--- src/design/led_strip_pixel_encoder_macros.svh ---
// Assertion macros for the pixel encoder; the controller (lsp_ctrl) uses them.
// Build with NO_ASSERTIONS defined to drop every check.
`ifndef LED_STRIP_PIXEL_ENCODER_MACROS_SVH
`define LED_STRIP_PIXEL_ENCODER_MACROS_SVH

`ifndef NO_ASSERTIONS

// Same-cycle implication, checked out of reset.
`define LSP_ASSERT_NOW(lbl, clk, rstn, ante, cons) \
  lbl: assert property (@(posedge clk) disable iff (!(rstn)) (ante) |-> (cons)) \
    else $error("lsp check failed: same-cycle implication");

// Next-cycle implication, checked out of reset.
`define LSP_ASSERT_NEXT(lbl, clk, rstn, ante, cons) \
  lbl: assert property (@(posedge clk) disable iff (!(rstn)) (ante) |=> (cons)) \
    else $error("lsp check failed: next-cycle implication");

`else

`define LSP_ASSERT_NOW(lbl, clk, rstn, ante, cons)
`define LSP_ASSERT_NEXT(lbl, clk, rstn, ante, cons)

`endif

`endif

--- src/design/lsp_pkg.sv ---
`timescale 1ns / 1ps
`default_nettype none

package lsp_pkg;

  typedef enum logic [1:0] {
    OP_SET  = 2'd0,
    OP_FILL = 2'd1,
    OP_READ = 2'd2,
    OP_NONE = 2'd3
  } lsp_op_t;

  typedef enum logic [2:0] {
    ST_CLEAR,
    ST_IDLE,
    ST_DIV,
    ST_WRITE,
    ST_FILL,
    ST_RD_Q,
    ST_RD_MEM,
    ST_RD_SEL
  } lsp_state_t;

  localparam logic CFG_DIVISOR = 1'b0;
  localparam logic CFG_ORDER   = 1'b1;

  localparam int BYTES_PER_LED = 9;
  localparam int IMG_W         = 72;
  localparam int DIV_STEPS     = 8;

  // floor(k / 9) == (k * 911) >> 13 for every 10-bit k
  localparam logic [19:0] RECIP_MUL   = 20'd911;
  localparam int          RECIP_SHIFT = 13;

  localparam logic [2:0] LINE_ZERO = 3'b100;
  localparam logic [2:0] LINE_ONE  = 3'b110;

  typedef struct packed {
    logic load;
    logic div_step;
    logic rd_q;
    logic rd_mem;
    logic sel_byte;
    logic mem_we;
    logic use_sweep;
    logic wr_zero;
  } lsp_cmd_t;

  typedef struct packed {
    logic pos_ok;
    logic idx_ok;
    logic idx_zero;
  } lsp_status_t;

  function automatic logic [23:0] expand_channel(input logic [7:0] v);
    logic [23:0] code;
    code = '0;
    for (int i = 0; i < 8; i++) begin
      code[23 - 3*i -: 3] = v[7 - i] ? LINE_ONE : LINE_ZERO;
    end
    return code;
  endfunction

endpackage

`default_nettype wire

--- src/design/lsp_divider.sv ---
`timescale 1ns / 1ps
`default_nettype none

module lsp_divider import lsp_pkg::*; (
  input  wire logic            clk,
  input  wire logic            load,
  input  wire logic            step,
  input  wire logic [2:0][7:0] num_in,
  input  wire logic [7:0]      divisor,
  output logic      [2:0][7:0] quo
);

  // three restoring lanes, one quotient bit per lane per step
  logic [2:0][7:0] num_r, num_nxt;
  logic [2:0][7:0] rem_r, rem_nxt;

  always_comb begin
    logic [8:0] shifted;
    num_nxt = num_r;
    rem_nxt = rem_r;
    for (int l = 0; l < 3; l++) begin
      shifted = {rem_r[l], num_r[l][7]};
      if (shifted >= {1'b0, divisor}) begin
        rem_nxt[l] = 8'(shifted - {1'b0, divisor});
        num_nxt[l] = {num_r[l][6:0], 1'b1};
      end else begin
        rem_nxt[l] = shifted[7:0];
        num_nxt[l] = {num_r[l][6:0], 1'b0};
      end
    end
  end

  always_ff @(posedge clk) begin
    if (load) begin
      num_r <= num_in;
      rem_r <= '0;
    end else if (step) begin
      num_r <= num_nxt;
      rem_r <= rem_nxt;
    end
  end

  assign quo = num_r;

endmodule

`default_nettype wire

--- src/design/lsp_datapath.sv ---
`timescale 1ns / 1ps
`default_nettype none

module lsp_datapath import lsp_pkg::*; #(
  parameter int LED_COUNT = 64,
  parameter int AW        = 6
) (
  input  wire logic        clk,
  input  wire logic        rst_n,
  input  wire logic        cfg_we,
  input  wire logic        cfg_index,
  input  wire logic [7:0]  cfg_wdata,
  input  wire logic [1:0]  in_operation,
  input  wire logic [5:0]  in_position,
  input  wire logic [23:0] in_color,
  input  wire logic [9:0]  in_byte_index,
  input  wire lsp_cmd_t    cmd,
  input  wire logic [AW-1:0] sweep_addr,
  output lsp_status_t      status,
  output logic [7:0]       out_data_byte,
  output logic             out_bad_index
);

  localparam int IDX_MAX = BYTES_PER_LED * LED_COUNT;

  logic [7:0]       divisor_r;
  logic             order_r;
  logic [AW-1:0]    pos_r;
  logic [9:0]       k_r;
  logic [6:0]       q_r;
  logic [3:0]       r_r;
  logic [IMG_W-1:0] rdata_r;
  logic [7:0]       data_r;
  logic             bad_r;

  logic [IMG_W-1:0] mem [LED_COUNT];

  logic [2:0][7:0]  num_in;
  logic [2:0][7:0]  quo;
  logic [IMG_W-1:0] image;
  logic [IMG_W-1:0] wr_data;
  logic [AW-1:0]    wr_addr;
  logic [19:0]      prod;
  logic [9:0]       nine_q;
  logic [7:0]       sel;
  logic             bad_now;
  lsp_op_t          op;

  always_ff @(posedge clk) begin
    if (!rst_n) begin
      divisor_r <= '0;
      order_r   <= 1'b0;
    end else if (cfg_we) begin
      unique case (cfg_index)
        CFG_DIVISOR: divisor_r <= cfg_wdata;
        CFG_ORDER:   order_r   <= cfg_wdata[0];
        default:     ;
      endcase
    end
  end

  assign op = lsp_op_t'(in_operation);

  always_comb begin
    status.pos_ok   = 32'(in_position) < 32'(LED_COUNT);
    status.idx_ok   = 32'(in_byte_index) <= 32'(IDX_MAX);
    status.idx_zero = in_byte_index == 10'd0;
    bad_now = (op == OP_SET && !status.pos_ok) || (op == OP_READ && !status.idx_ok);
  end

  // lanes: 0 green, 1 red, 2 blue
  always_comb begin
    num_in[0] = order_r ? in_color[23:16] : in_color[15:8];
    num_in[1] = order_r ? in_color[15:8]  : in_color[23:16];
    num_in[2] = in_color[7:0];
  end

  lsp_divider u_div (
    .clk     (clk),
    .load    (cmd.load),
    .step    (cmd.div_step),
    .num_in  (num_in),
    .divisor (divisor_r),
    .quo     (quo)
  );

  always_comb begin
    if (divisor_r == 8'd0) begin
      image = {3{expand_channel(8'd0)}};
    end else begin
      image = {expand_channel(quo[0]), expand_channel(quo[1]), expand_channel(quo[2])};
    end
    wr_data = cmd.wr_zero ? '0 : image;
    wr_addr = cmd.use_sweep ? sweep_addr : pos_r;
  end

  always_comb begin
    prod   = 20'(k_r) * RECIP_MUL;
    nine_q = {q_r, 3'b000} + 10'(q_r);
    sel    = 8'd0;
    for (int i = 0; i < BYTES_PER_LED; i++) begin
      if (r_r == 4'(i)) begin
        sel = rdata_r[IMG_W - 1 - 8*i -: 8];
      end
    end
  end

  always_ff @(posedge clk) begin
    if (cmd.load) begin
      pos_r  <= AW'(in_position);
      k_r    <= in_byte_index - 10'd1;
      data_r <= 8'd0;
      bad_r  <= bad_now;
    end
    if (cmd.rd_q) begin
      q_r <= 7'(prod >> RECIP_SHIFT);
    end
    if (cmd.rd_mem) begin
      r_r     <= 4'(k_r - nine_q);
      rdata_r <= mem[AW'(q_r)];
    end
    if (cmd.sel_byte) begin
      data_r <= sel;
    end
  end

  always_ff @(posedge clk) begin
    if (cmd.mem_we) begin
      mem[wr_addr] <= wr_data;
    end
  end

  assign out_data_byte = data_r;
  assign out_bad_index = bad_r;

endmodule

`default_nettype wire

--- src/design/lsp_ctrl.sv ---
`timescale 1ns / 1ps
`default_nettype none
`include "led_strip_pixel_encoder_macros.svh"

module lsp_ctrl import lsp_pkg::*; #(
  parameter int LED_COUNT = 64,
  parameter int AW        = 6
) (
  input  wire logic        clk,
  input  wire logic        rst_n,
  input  wire logic        start,
  input  wire logic [1:0]  in_operation,
  input  wire lsp_status_t status,
  output logic             busy,
  output logic             out_valid,
  output lsp_cmd_t         cmd,
  output logic [AW-1:0]    sweep_addr
);

  localparam int CW = (AW > 3) ? AW : 3;

  lsp_state_t  state_r, state_nxt;
  logic [CW-1:0] cnt_r, cnt_nxt;
  lsp_op_t     op_r, op_nxt;
  logic        valid_r, valid_nxt;
  logic        accept;
  logic        quick;
  logic        div_last;
  lsp_op_t     op_in;

  assign op_in  = lsp_op_t'(in_operation);
  // busy is low only in idle, so take the word straight from the state register
  assign accept = start && (state_r == ST_IDLE);

  assign div_last = (state_r == ST_DIV) && (cnt_r == CW'(DIV_STEPS - 1));

  // words that finish at once: no-op code, flagged index, pre-byte
  assign quick = (op_in == OP_NONE) ||
                 (op_in == OP_SET && !status.pos_ok) ||
                 (op_in == OP_READ && (!status.idx_ok || status.idx_zero));

  always_ff @(posedge clk) begin
    if (!rst_n) begin
      state_r <= ST_CLEAR;
      cnt_r   <= '0;
      op_r    <= OP_NONE;
      valid_r <= 1'b0;
    end else begin
      state_r <= state_nxt;
      cnt_r   <= cnt_nxt;
      op_r    <= op_nxt;
      valid_r <= valid_nxt;
    end
  end

  always_comb begin
    state_nxt = state_r;
    cnt_nxt   = cnt_r;
    op_nxt    = op_r;
    valid_nxt = 1'b0;
    cmd       = '0;
    busy      = 1'b1;
    unique case (state_r)
      ST_CLEAR: begin
        cmd.mem_we    = 1'b1;
        cmd.use_sweep = 1'b1;
        cmd.wr_zero   = 1'b1;
        cnt_nxt       = cnt_r + 1'b1;
        if (cnt_r == CW'(LED_COUNT - 1)) begin
          cnt_nxt   = '0;
          state_nxt = ST_IDLE;
        end
      end
      ST_IDLE: begin
        busy = 1'b0;
        if (accept) begin
          cmd.load = 1'b1;
          op_nxt   = op_in;
          cnt_nxt  = '0;
          if (quick) begin
            valid_nxt = 1'b1;
          end else if (op_in == OP_READ) begin
            state_nxt = ST_RD_Q;
          end else begin
            state_nxt = ST_DIV;
          end
        end
      end
      ST_DIV: begin
        cmd.div_step = 1'b1;
        cnt_nxt      = cnt_r + 1'b1;
        if (div_last) begin
          cnt_nxt   = '0;
          state_nxt = (op_r == OP_FILL) ? ST_FILL : ST_WRITE;
        end
      end
      ST_WRITE: begin
        cmd.mem_we = 1'b1;
        valid_nxt  = 1'b1;
        state_nxt  = ST_IDLE;
      end
      ST_FILL: begin
        cmd.mem_we    = 1'b1;
        cmd.use_sweep = 1'b1;
        cnt_nxt       = cnt_r + 1'b1;
        if (cnt_r == CW'(LED_COUNT - 1)) begin
          cnt_nxt   = '0;
          valid_nxt = 1'b1;
          state_nxt = ST_IDLE;
        end
      end
      ST_RD_Q: begin
        cmd.rd_q  = 1'b1;
        state_nxt = ST_RD_MEM;
      end
      ST_RD_MEM: begin
        cmd.rd_mem = 1'b1;
        state_nxt  = ST_RD_SEL;
      end
      ST_RD_SEL: begin
        cmd.sel_byte = 1'b1;
        valid_nxt    = 1'b1;
        state_nxt    = ST_IDLE;
      end
      default: begin
        state_nxt = ST_IDLE;
      end
    endcase
  end

  assign out_valid  = valid_r;
  assign sweep_addr = cnt_r[AW-1:0];

  `LSP_ASSERT_NEXT(a_read_enters, clk, rst_n, accept && !quick && op_in == OP_READ, state_r == ST_RD_Q)
  `LSP_ASSERT_NEXT(a_read_strobe, clk, rst_n, state_r == ST_RD_SEL, valid_r && state_r == ST_IDLE)
  `LSP_ASSERT_NEXT(a_div_exit, clk, rst_n, div_last, state_r == ST_WRITE || state_r == ST_FILL)
  `LSP_ASSERT_NOW(a_quiet_clear, clk, rst_n, state_r == ST_CLEAR, !valid_r && busy)

endmodule

`default_nettype wire

--- src/design/led_strip_pixel_encoder.sv ---
`timescale 1ns / 1ps
`default_nettype none
// Channel   Ports                                          Handshake
// command   start, busy, in_operation, in_position,        start && !busy
//           in_color, in_byte_index
// result    out_valid, out_data_byte, out_bad_index        one-cycle strobe
// config    cfg_we, cfg_index, cfg_wdata                   cfg_we
//
// Read byte: reciprocal multiply, store read, byte select, then the result strobe.
// Set pixel: the 8-step divider runs on the three channels, then the row is written.
// Fill all: the 8-step divider, then one store row written per cycle over LED_COUNT rows.
// Flagged words, pre-byte reads and the unused code: result strobes in the cycle after.
// After reset a clearing pass zeroes every store row; busy stays high until it ends.
// The receiver cannot stall; out_valid marks each result for one cycle.

module led_strip_pixel_encoder import lsp_pkg::*; #(
  parameter int LED_COUNT = 64
) (
  input  wire logic        clk,
  input  wire logic        rst_n,
  input  wire logic        start,
  output logic             busy,
  input  wire logic [1:0]  in_operation,
  input  wire logic [5:0]  in_position,
  input  wire logic [23:0] in_color,
  input  wire logic [9:0]  in_byte_index,
  output logic             out_valid,
  output logic [7:0]       out_data_byte,
  output logic             out_bad_index,
  input  wire logic        cfg_we,
  input  wire logic        cfg_index,
  input  wire logic [7:0]  cfg_wdata
);

  // store address width; one row per LED
  localparam int AW = (LED_COUNT > 1) ? $clog2(LED_COUNT) : 1;

  lsp_cmd_t    cmd;
  lsp_status_t status;
  logic [AW-1:0] sweep_addr;

  // controller: sequences clear, divide, write, fill and read steps
  lsp_ctrl #(
    .LED_COUNT (LED_COUNT),
    .AW        (AW)
  ) u_ctrl (
    .clk          (clk),
    .rst_n        (rst_n),
    .start        (start),
    .in_operation (in_operation),
    .status       (status),
    .busy         (busy),
    .out_valid    (out_valid),
    .cmd          (cmd),
    .sweep_addr   (sweep_addr)
  );

  // datapath: config registers, divider lanes, encoder, frame store
  lsp_datapath #(
    .LED_COUNT (LED_COUNT),
    .AW        (AW)
  ) u_dp (
    .clk           (clk),
    .rst_n         (rst_n),
    .cfg_we        (cfg_we),
    .cfg_index     (cfg_index),
    .cfg_wdata     (cfg_wdata),
    .in_operation  (in_operation),
    .in_position   (in_position),
    .in_color      (in_color),
    .in_byte_index (in_byte_index),
    .cmd           (cmd),
    .sweep_addr    (sweep_addr),
    .status        (status),
    .out_data_byte (out_data_byte),
    .out_bad_index (out_bad_index)
  );

endmodule

`default_nettype wire

--- config.mk ---
export PLATFORM = sky130hd
export DESIGN_NAME = led_strip_pixel_encoder
export DESIGN_NICKNAME = d
export VERILOG_FILES = /design/src/design/lsp_pkg.sv /design/src/design/lsp_divider.sv /design/src/design/lsp_datapath.sv /design/src/design/lsp_ctrl.sv /design/src/design/led_strip_pixel_encoder.sv
export VERILOG_INCLUDE_DIRS = /design/src /design/src/design
export SDC_FILE = /design/constraint.sdc
export NUM_CORES = 2
export LEC_CHECK = 0
export ABC_AREA = 1
export BUFFER_PORTS_ARGS = -buffer_cell sky130_fd_sc_hd__buf_2
export CORE_ASPECT_RATIO = 1.1
export CORE_MARGIN = 4
export CORE_UTILIZATION = 63
export DETAILED_ROUTE_END_ITERATION = 12
export PLACE_DENSITY_LB_ADDON = 0.12
export SLEW_MARGIN = 20
export SYNTH_ARGS = -nofsm -noshare
export SYNTH_HDL_FRONTEND = slang
export SYNTH_MEMORY_MAX_BITS = 65536
export SYNTH_SLANG_ARGS = --single-unit
--- constraint.sdc ---
create_clock -name clk -period 5 [get_ports clk]
set_input_delay 1 -clock clk [delete_from_list [all_inputs] [get_ports clk]]
set_output_delay 1 -clock clk [all_outputs]
set_load 0.005 [all_outputs]
==> reports/metrics.csv <==
stage,metric,value,unit
critical_path,"Largest stage delay, worst path",0.55,ns
power_and_ir_drop,worst vdd rail ir drop,0.475,mV
job,max-cap violation count,0,
critical_path,"Max FO, Critical Path",4,
synthesis,synthesized area,73500,µm²
route,antenna-violating nets left,0,
critical_path,Worst EP arrival,4.80,ns
floorplanning,Die ar.,122000,µm²
critical_path,Worst EP required,5.53,ns
synthesis,syn_area_per_cell,11.5,µm²
synthesis,ys flop type,edfxtp_1,
placed_design,RePlAce Congestion,0.872,
floorplanning,Die Ht,366,µm
synthesis,Synth Warn #,0,
final_layout,Area Growth Syn to Fin,9.84,%
clock_tree,H-tree lvl count,4,
route,DRT Wirelength,197000,µm
power_and_ir_drop,Leak,30.1,nW
synthesis,count of state elements after synthesis,1729,
critical_path,crit end category,register,
final_layout,"most common cell after layout, fill and taps aside",nand2_1,
clock_tree,Clock Sinks,1729,
synthesis,sequential share of the synthesized area,70.1,%
floorplanning,core area,116000,µm²
floorplanning,FP Rows,131,
final_layout,most frequent cells in the layout,"2221 x nand2_1, 1684 x edfxtp_1, 1304 x nand3_1, 169 x clkbuf_16, 162 x inv_1",
placed_design,hpwl dp,107000,µm
floorplanning,initial core utilization,63.4,%
clock_tree,root buffer cell,clkbuf_16,
final_layout,area of the multi-input gates,19700,µm²
timing,period utilisation layout,85.3,%
timing,final-report setup violation count,0,
grt,grt ovf,0,
clock_tree,"Clk Latency, worst-skew pair",0.78,ns
critical_path,top cell family by delay on the critical path,adder cells,
synthesis,"Async S/R FF share, synth",0,%
floorplanning,IO Count,66,
timing,slew margin rel.,27.9,%
timing,RSZ-0062 raised after global routing,false,
final_layout,fraction of layout cells with a size suffix above 1,8.53,%
final_layout,fill count,8073,
grt,vias in the first global route,47300,
clock_tree,hold buffers post-CTS,0,
grt,first-pass GRT wire length,293000,µm
floorplanning,Die X,334,µm
route,via count,49600,
grt,initial antenna violation count,4,
placed_design,PortBufs,65,
min_path,Worst Hold Class,in2reg,
critical_path,crit path buf inv count,5,
critical_path,startpoint types,register,
clock_tree,TritonCTS clock tree,done,
timing,fin crit period,4.27,ns
route,DRC viols,0,
clock_tree,clock tree buffer depth,3,
synthesis,"EDFF count, synth",1684,
critical_path,kind of critical path,reg2reg,
route,WL/cell,24.4,µm
final_layout,final net count,6583,
final_layout,"Core Util, Final",69.6,%
route,drt pass-1 iters,8,
synthesis,Mapped Nets,6579,
timing,final hold slack,0.393,ns
route,1st-iter DRT viols,6682,
final_layout,Reg area,51500,µm²
power_and_ir_drop,pwr/cell area,459,nW/µm²
clock_tree,CTS resizes,0,
clock_tree,TritonCTS Buffers,163,
critical_path,most frequent CP cell,inv_1,
timing,final setup TNS,0,ns
grt,total track usage,32.0,%
critical_path,critical path cell sequence,"inv_1, fa_1, inv_1, ha_1, inv_1, fa_1, inv_1, fa_1, ha_1, ha_1, a21oi_1, o21ai_0, inv_1, nor2_1, nor3_1, nand2_1, nand2_1, nand2_1",
critical_path,Crit-path slowest cell,fa_1,
grt,pin count of the biggest net entering global routing,161,
timing,final hold vios,0,
route,Vias/cell,6.14,
synthesis,cell count after synthesis,6413,
synthesis,Netlist cell types,45,
clock_tree,Post-CTS Setup Bufs,0,
timing,Least-Margin Pin Slew,1.08,ns
clock_tree,"CTS clk-pin slew, worst paths",0.06,ns
timing,final slew viol count,0,
timing,FMAX,234,MHz
timing,clock skew,0.0197,ns
status,outcome,"finished, final reports clean",
[worst register-to-register path, cell delays in order, from the launching register on]
cell	delay [ns]
edfxtp_1	0.44
inv_1	0.12
fa_1	0.55
inv_1	0.05
ha_1	0.30
inv_1	0.08
fa_1	0.53
inv_1	0.05
fa_1	0.45
ha_1	0.28
ha_1	0.31
a21oi_1	0.21
o21ai_0	0.10
inv_1	0.10
nor2_1	0.05
nor3_1	0.22
nand2_1	0.09
nand2_1	0.06
nand2_1	0.05
[where the power goes]
| part | switching, mW | internal, mW |
|---|---|---|
| clock network | 5.19 | 7.03 |
| registers | 0.298 | 18.2 |
| logic | 4.82 | 1.56 |
[metal layers]
metal / vias up / routed length [µm] / track usage (%)
li1: 22400 / - / -
met2: 2715 / 92700 / 50.5
met1: 24000 / 74400 / 44.0
met5: - / 44 / 0
met4: 6 / 10200 / 15.5
met3: 408 / 19600 / 5.30
[kinds of logic (layout without fill, tap and decap cells)]
| kind of cell | Yosys count | count (layout) | synth area share (%) |
|---|---|---|---|
| adders and majority gates | 111 | 111 | 2.17 |
| DFF | 1729 | 1729 | 70.1 |
| xor gates and xnor gates | 32 | 32 | 0.381 |
| and+or+nand+nor | 3727 | 3727 | 21.6 |
| buffers and inverters | 546 | 676 | 3.58 |
| other | 0 | 1 | 0 |
| AOI/OAI and AO/OA | 268 | 268 | 2.27 |
[cells in the mapped netlist (all sizes together) (17+ instances only)]
library cell / n / area [µm²]
nand2: 2225 / 8360
edfxtp: 1684 / 50600
nand3: 1306 / 6550
buf: 298 / 1700
inv: 173 / 652
nor2: 132 / 518
a21oi: 96 / 480
ha: 84 / 1050
clkbuf: 72 / 272
o211ai: 72 / 541
o21ai: 70 / 414
dfxtp: 45 / 901
nor3: 35 / 175
fa: 27 / 541
xor2: 18 / 158
nand4: 17 / 150
[worst paths after layout]
path / slack (ns) / cells after the start / to / startpoint
hold / removal: 0.39 / 1 / u_dp.pos_r[0] / in_position[0]
setup / recovery: 0.73 / 18 / u_dp.q_r[5] / u_dp.k_r[2]
hold reg to reg: 0.47 / 2 / u_dp.u_div.rem_r[15] / u_dp.u_div.rem_r[15]
setup reg to reg: 0.73 / 18 / u_dp.q_r[5] / u_dp.k_r[2]
[registers in the layout (all words and copies together), names as in the netlist, 2 cells and up]
name / count
u_dp.mem: 1600
u_dp.rdata_r: 25
u_dp.u_div.quo: 24
u_dp.u_div.rem_r: 24
u_dp.k_r: 10
u_dp.divisor_r: 8
u_dp.out_data_byte: 8
u_ctrl.sweep_addr: 6
u_dp.pos_r: 6
u_dp.q_r: 6
u_dp.r_r: 4
u_ctrl.state_r: 3
u_ctrl.op_r: 2
[metrics by stage]
step / power, mW / instance area [µm²] / std cells / setup slack [ns]
6_report: 37.1 / 80700 / 8073 / 0.734
5_1_grt: 38.5 / 80700 / 8072 / 0.438
4_1_cts: 37.1 / 80700 / 8072 / 0.687
3_5_place_dp: 25.1 / 75500 / 7781 / 0.703
3_3_place_gp: 24.9 / 75500 / 7781 / 0.671
2_1_floorplan: 22.6 / 73500 / 6413 / 0.961
[layout make-up]
type                    instances  share of cell area, %
multi-input cells            4138                   24.4
flip-flops and latches       1729                   63.8
inverters                     176                  0.864
repair buffers                209                   2.11
well taps                    1529                   2.37
diodes                          1                0.00310
clock buffers                 207                   5.42
clock inverters                84                   1.02
Note: power is estimated with default switching activity, not from simulation.
